--- config.mk ---
export PLATFORM = sky130hd
export DESIGN_NAME = vvdm_ctrl
export DESIGN_NICKNAME = d
export VERILOG_FILES = /design/src/hw/rtl/voxel_volume_downsample_merge_top_assert.svh /design/src/hw/rtl/vvdm_pkg.sv /design/src/hw/rtl/vvdm_ctrl.sv
export SDC_FILE = /design/constraint.sdc
export NUM_CORES = 1
export LEC_CHECK = 0
export ABC_CLOCK_PERIOD_IN_PS = 1500
export BUFFER_PORTS_ARGS = -buffer_cell sky130_fd_sc_hd__buf_2
export CORE_MARGIN = 2
export CORE_UTILIZATION = 39
export CTS_CLUSTER_SIZE = 25
export DETAILED_ROUTE_END_ITERATION = 12
export GPL_ROUTABILITY_DRIVEN = 0
export PLACE_DENSITY = 0.73
export SLEW_MARGIN = 20
export SYNTH_ARGS = -nofsm -noshare
export SYNTH_HDL_FRONTEND = slang
export SYNTH_SLANG_ARGS = --single-unit
--- constraint.sdc ---
create_clock -name clk -period 1.5 [get_ports clk]
set_clock_uncertainty 0.15 [all_clocks]
set_input_delay 0.225 -clock clk [delete_from_list [all_inputs] [get_ports clk]]
set_output_delay 0.225 -clock clk [all_outputs]
set_load 0.03 [all_outputs]
--- src/hw/rtl/voxel_volume_downsample_merge_top_assert.svh ---
// Assertion macros for the volume downsample merge block.
// Included by the top level; no other dependencies.
`ifndef VOXEL_VOLUME_DOWNSAMPLE_MERGE_TOP_ASSERT_SVH
`define VOXEL_VOLUME_DOWNSAMPLE_MERGE_TOP_ASSERT_SVH
`ifndef SYNTHESIS
`define VVD_ASSERT_IMP(label, a, c) \
    label: assert property (@(posedge clk) disable iff (!rst_n) (a) |-> (c)) \
        else $error("assertion failed");
`define VVD_ASSERT_NXT(label, a, c) \
    label: assert property (@(posedge clk) disable iff (!rst_n) (a) |=> (c)) \
        else $error("assertion failed");
`else
`define VVD_ASSERT_IMP(label, a, c)
`define VVD_ASSERT_NXT(label, a, c)
`endif
`endif

--- src/hw/rtl/vvdm_pkg.sv ---
// Shared types and constants for the volume downsample merge block.
// No dependencies.
`timescale 1ns / 1ps
package vvdm_pkg;
    localparam logic [1:0] CMD_START  = 2'd0;
    localparam logic [1:0] CMD_SAMPLE = 2'd1;
    localparam logic [1:0] CMD_READ   = 2'd2;
    localparam logic [1:0] CMD_NOP    = 2'd3;

    localparam logic [1:0] MODE_MAX = 2'd0;
    localparam logic [1:0] MODE_MIN = 2'd1;
    localparam logic [1:0] MODE_AVG = 2'd2;

    localparam logic [2:0] CFG_SX    = 3'd0;
    localparam logic [2:0] CFG_SY    = 3'd1;
    localparam logic [2:0] CFG_SZ    = 3'd2;
    localparam logic [2:0] CFG_LIMEN = 3'd3;
    localparam logic [2:0] CFG_LIMIT = 3'd4;
    localparam logic [2:0] CFG_MODE  = 3'd5;

    localparam int SUM_BITS  = 48;
    localparam int ZERO_BITS = 46;

    // controller to datapath
    typedef struct packed {
        logic clr_step;   // clear one store entry at clr address
        logic clr_start;  // reset clear address
        logic red_init;   // load reduction working sizes
        logic red_step;   // step the reduction phases
        logic map_start;  // start index mapping divisions
        logic samp_rd;    // read store at mapped index
        logic samp_wr;    // write merged entry, update stats
        logic rd_start;   // start read finalize
        logic rd_mem;     // read store at read index
        logic div_start;  // start average division
        logic load_out;   // latch result
        logic out_zero;   // result cell_value is 0
        logic out_div;    // result from division
    } vvdm_cmd_t;

    // datapath to controller
    typedef struct packed {
        logic clr_done;
        logic red_done;
        logic map_done;
        logic div_done;
        logic samp_ok;    // mapped sample index within store
        logic rd_ok;      // read index in range
        logic rd_avg;     // average mode with nonzero count
    } vvdm_stat_t;
endpackage

--- src/hw/rtl/vvdm_ctrl.sv ---
// Controller state machine for the volume downsample merge block.
// Depends on vvdm_pkg.
`timescale 1ns / 1ps
module vvdm_ctrl (
    input  logic               clk,
    input  logic               rst_n,
    input  logic               in_valid,
    output logic               in_ready,
    input  logic [1:0]         cmd,
    output logic               out_valid,
    input  logic               out_ready,
    output vvdm_pkg::vvdm_cmd_t ctl,
    input  vvdm_pkg::vvdm_stat_t sts
);
    import vvdm_pkg::*;

    localparam logic [3:0] S_CLEAR  = 4'd0;
    localparam logic [3:0] S_IDLE   = 4'd1;
    localparam logic [3:0] S_RED    = 4'd2;
    localparam logic [3:0] S_MAP    = 4'd3;
    localparam logic [3:0] S_SRD    = 4'd4;
    localparam logic [3:0] S_SWR    = 4'd5;
    localparam logic [3:0] S_RRD    = 4'd6;
    localparam logic [3:0] S_RCHK   = 4'd7;
    localparam logic [3:0] S_DIV    = 4'd8;
    localparam logic [3:0] S_OUT    = 4'd9;
    localparam logic [3:0] S_RMAP   = 4'd10;

    logic [3:0] state_reg, state_next;
    logic       ov_reg, ov_next;

    assign out_valid = ov_reg;
    assign in_ready  = (state_reg == S_IDLE) && (!ov_reg || out_ready);

    always_comb
    begin
        state_next = state_reg;
        ov_next    = ov_reg && !out_ready;
        ctl        = '0;
        case (state_reg)
            S_CLEAR:
            begin
                ctl.clr_step = 1'b1;
                if (sts.clr_done)
                begin
                    state_next = S_IDLE;
                end
            end
            S_IDLE:
            begin
                if (in_valid && in_ready)
                begin
                    case (cmd)
                        CMD_START:
                        begin
                            ctl.red_init  = 1'b1;
                            ctl.clr_start = 1'b1;
                            state_next    = S_RED;
                        end
                        CMD_SAMPLE:
                        begin
                            ctl.map_start = 1'b1;
                            state_next    = S_MAP;
                        end
                        CMD_READ:
                        begin
                            ctl.rd_start = 1'b1;
                            state_next   = S_RMAP;
                        end
                        default:
                        begin
                            ctl.load_out = 1'b1;
                            ctl.out_zero = 1'b1;
                            ov_next      = 1'b1;
                        end
                    endcase
                end
            end
            S_RED:
            begin
                ctl.red_step = 1'b1;
                if (sts.red_done)
                begin
                    state_next = S_CLEAR;
                    ctl.load_out = 1'b1;
                    ctl.out_zero = 1'b1;
                    ov_next = 1'b1;
                end
            end
            S_MAP:
            begin
                if (sts.map_done)
                begin
                    state_next = S_SRD;
                end
            end
            S_SRD:
            begin
                ctl.samp_rd = 1'b1;
                state_next  = S_SWR;
            end
            S_SWR:
            begin
                ctl.samp_wr  = 1'b1;
                ctl.load_out = 1'b1;
                ctl.out_zero = 1'b1;
                ov_next      = 1'b1;
                state_next   = S_IDLE;
            end
            S_RMAP:
            begin
                ctl.rd_mem = 1'b1;
                state_next = S_RRD;
            end
            S_RRD:
            begin
                state_next = S_RCHK;
            end
            S_RCHK:
            begin
                if (sts.rd_ok && sts.rd_avg)
                begin
                    ctl.div_start = 1'b1;
                    state_next    = S_DIV;
                end
                else
                begin
                    ctl.load_out = 1'b1;
                    ctl.out_zero = !sts.rd_ok;
                    ov_next      = 1'b1;
                    state_next   = S_IDLE;
                end
            end
            S_DIV:
            begin
                if (sts.div_done)
                begin
                    ctl.load_out = 1'b1;
                    ctl.out_div  = 1'b1;
                    ov_next      = 1'b1;
                    state_next   = S_IDLE;
                end
            end
            default:
            begin
                state_next = S_IDLE;
            end
        endcase
    end

    always_ff @(posedge clk or negedge rst_n)
    begin
        if (!rst_n)
        begin
            state_reg <= S_CLEAR;
            ov_reg    <= 1'b0;
        end
        else
        begin
            state_reg <= state_next;
            ov_reg    <= ov_next;
        end
    end
endmodule

==> reports/qor.txt, run 1 <==
status: stopped before the end
last stage reached: global routing
error message: [ERROR DPL-0038] Utilization greater than 100%, impossible to legalize
Bufs on Longest Clock Path: 2
yosys warns: 0
ys flop type: dfrtp_1
CTS H-Tree Depth: 1
Rows: 13
#FFs+latches synth: 5
Place WS: -0.285 ns
Post-DP Area: 1010 um2
Synth Instances: 70
I/O pin count: 28
Root Driver: clkbuf_4
WEP type: top-level output
Mapped Area: 543 um2
Die W: 41.3 um
CTS sink count: 5
Num CTS Buffers: 3
initial core utilization: 41.7%
EDFF count, synth: 0
post-DP HPWL: 1580 um
Syn Nets: 83
DIE HEIGHT: 41.3 um
largest net degree at the start of global routing: 9
Buffers on Ports: 26
Syn Area/Cell: 7.76 um2
count of cell types in the netlist: 34
Worst EP post-GRT repair: ctl[10]
sequential area share after synthesis: 23.0%
Async SR Flop Fraction: 100%
-- cells in the mapped netlist, drive strengths merged (3+ instances only) --
cell type  number  share of area (%)
o21ai           3                2.8
nand2b          5                5.8
nor2            6                4.1
nor3            6                5.5
dfrtp           5                 23
buf             5                5.1
nand2           5                3.5
inv             3                2.1
-- cells by family after synthesis --
kind of cell / count (synthesis) / share of synthesized area [%]
buf+inv: 8 / 7.14
flops: 5 / 23.0
mux: 2 / 3.92
xor+xnor: 1 / 1.61
simple gates: 36 / 38.9
compound gates: 18 / 25.3
-- what timing repair did --
item	in CTS
setup endpoints to repair	19
cloned	0
pin swaps	6
hold endpoints to repair	5
gates resized for setup	45
buffers inserted	5
hold buffers	1
-- per-stage QoR --
stage                     std cells  hold slack [ns]
after CTS                       144            0.165
after detailed placement        135           -0.102
after floorplan                  70           -0.221
after global placement          135           -0.105
==> run 2, diff against run 1 <==
Settings changed: ABC_CLOCK_PERIOD_IN_PS 1500 to 2000, CORE_AREA set to 2 2 63 65, CORE_MARGIN 2 to unset, CORE_UTILIZATION 39 to unset, CTS_CLUSTER_SIZE 25 to unset, DIE_AREA set to 0 0 65 67, PLACE_DENSITY 0.73 to unset, PLACE_DENSITY_LB_ADDON set to 0.15.
Clock period 1.5 ns to 2 ns, I/O delays scaled along.
==> run 2 against run 1 <==
Effect of this change:
- the flow now finishes, with violations (negative setup slack)
- synthesized area is the same
- synthesized cell count did not move
==> reports/qor.txt, run 2 <==
status: complete, but fails checks
failing checks: negative setup slack
Rows: 22
Worst path depth: 6
First-pass DRT Iterations: 4
largest net degree at the start of global routing: 14
CP arrival: 1.57 ns
#FFs+latches synth: 5
maximum fanout along the worst path: 6
Place WS: 0.0570 ns
VDD IR-drop max: 0.465 mV
Core Region: 3610 um2
vias per std cell: 4.33
Largest stage delay, worst path: 0.42 ns
Max-Cap Viols: 0
I/O pin count: 28
initial core utilization: 15.1%
largest family of logic cells by synthesized area: simple AND/OR/NAND/NOR gates
first-pass GRT wire length: 2900 um
Mapped Area: 543 um2
slowest cell on the critical path: dfrtp_1
Max Slew Vio Count: 0
commonest non-fill, non-tap cells in the layout: 17 x buf_2, 13 x buf_4, 8 x buf_6, 5 x nor2_1, 5 x nand2_1
leakage power: 0.427 nW
fin worst setup slack: -0.0201 ns
Syn Nets: 83
startpoint class of the critical path: flip-flop
power after layout: 0.00147 W
unrepaired setup endpoints after global routing: true
Buffers on Ports: 26
clock slew at reported path FFs: 0.03 ns
main area contributors after synthesis: dfrtp_1 23%, nand2b_1 5.8%, nor3_1 5.5%
Root Driver: clkbuf_8
Syn Area/Cell: 7.76 um2
Num CTS Buffers: 3
final period utilization: 101%
nets: 123
DR DRC count: 0
fmax: 495 MHz
flop2flop setup slack: 0.14 ns
count of cell types in the netlist: 34
Die W: 65 um
DIE HEIGHT: 67 um
Psw: 0.000680 W
CP Capture Type: primary output
Largest register FFs: 4
GRT Total Usage: 8.83%
Adder-Cell Fraction of Synth Area: 0%
# setup viols final: 1
reg2reg path depth: 6
source of the critical timing path: state_reg[1]
Routed Antenna Nets: 0
simple-gate portion of the synthesized area: 38.9%
CTS sink count: 5
layout cells sized above 1: 52.3%
post-DP HPWL: 1470 um
Async SR Flop Fraction: 100%
clock share of power: 12.4%
CTS tree: done
Fin Setup TNS: -0.0201 ns
Internal: 0.000794 W
post-synthesis to final-layout area growth: 83.2%
leading area contributor after synthesis: dfrtp_1
Synth Area in XOR/XNOR: 1.61%
antenna cells: 0
crit-path cells: buf_4 -> clkinvlp_4 -> a31oi_1 -> o22a_1 -> o21ai_1 -> buf_4
Combinational Power Share: 72.9%
critical path's top delay family: buffers and inverters
HP Class: in -> reg
gr ovfl total: 0
multiplexer area fraction after synthesis: 3.92%
Net Sw Frac: 46.1%
compound-gate portion of the synthesized area: 25.3%
worst r2r dst: state_reg[1]
Bufs on Longest Clock Path: 2
yosys warns: 0
clk_lat worst skew: 0.22 ns
commonest non-fill, non-tap cell in the layout: buf_2
critical path endpoint: ctl[1]
Synth Instances: 70
register share of total power: 14.7%
Avg WL per Cell: 11.8 um
CTS H-Tree Depth: 1
ys flop type: dfrtp_1
Detailed Route WL: 1850 um
sequential area share after synthesis: 23.0%
worst-margin pin slew: 0.468 ns
slew margin rel.: 68.5%
PwrDens: 1480 nW/um2
Fin Hold WS: 0.202 ns
WP buf/inv: 3
top cell type's share of synthesized area: 23.0%
Via Count: 680
Req. time, crit path: 1.55 ns
Initial DRC Count: 16
die area: 4360 um2
post-layout util: 27.6%
critical path class: reg -> out
Final Critical Period: 2.02 ns
initial antenna violation count: 0
Final Hold Viols: 0
EDFF count, synth: 0
Synth top cells by count: 6 x nor2_1, 6 x nor3_1, 5 x dfrtp_1, 5 x nand2_1, 5 x nand2b_1
R2R Path Start: state_reg[0]
vias in the first global route: 633
cell mode on critical path: buf_4
-- run 2: cell counts after synthesis --
Identical to the previous run, type by type.
-- run 2: worst min path at each step --
stage               cells after the start  slack (ns)      endpoint  startpoint
floorplan                               0       -0.15     out_valid       rst_n
global placement                        1       -0.03     out_valid       rst_n
detailed placement                      1       -0.03     out_valid       rst_n
CTS                                     2        0.21  state_reg[3]      sts[3]
global route                            2        0.22  state_reg[3]      sts[3]
finish                                  2        0.20  state_reg[3]      sts[3]
-- run 2: layout make-up --
class / instances / area (um2)
repair buffers: 40 / 303
multi-input cells: 57 / 444
flip-flops and latches: 5 / 128
well taps: 48 / 60.1
inverters: 3 / 15.0
clock buffers: 4 / 45.0
fillers: 419 / 2610
-- run 2: metrics by stage --
stage | cell area, um2 | instances
after global routing | 995 | 157
after floorplan | 559 | 70
final | 995 | 157
after detailed placement | 802 | 148
after CTS | 892 | 154
after global placement | 802 | 148
-- run 2: power by group through the flow --
stage	Clock [W]	Sequential [W]	Combinational [W]
3_3_place_gp	0	0.000206	0.000915
6_report	0.000183	0.000216	0.00108
5_1_grt	0.000202	0.000224	0.00115
4_1_cts	0.000189	0.000205	0.000965
2_1_floorplan	0	0.000202	0.000601
3_5_place_dp	0	0.000202	0.000915
-- run 2: layer usage --
layer | vias to the layer above | track usage (%) | share of wire [%]
li1 | 344 | - | -
met1 | 318 | 11.4 | 47
met2 | 18 | 14.0 | 48
met3 | 0 | 2.36 | 4.7
met4 | 0 | 3.19 | 0
met5 | - | 0 | 0
-- run 2: cells by family after synthesis --
logic type / count (synthesis)
buf+inv: 8
xor+xnor: 1
compound gates: 18
mux: 2
simple gates: 36
flops: 5
-- run 2: worst reg2reg max path, cell delays in order, from the launching register on --
cell and delay [ns]:
dfrtp_2 0.47, nor4b_4 0.17, buf_4 0.13, buf_4 0.12, a21boi_1 0.14, or3_4 0.37, o41ai_2 0.21
-- run 2: repair_timing --
item                                    in CTS  in global routing
hold endpoints to repair                     5                  0
setup buffers                                1                  3
hold buffers                                 1                  0
endpoints found under the setup margin       7                 10
cloned                                       0                  0
pin swaps                                    4                  2
gates resized for setup                     11                 21
No activity file was read; power rests on OpenSTA's default activity.
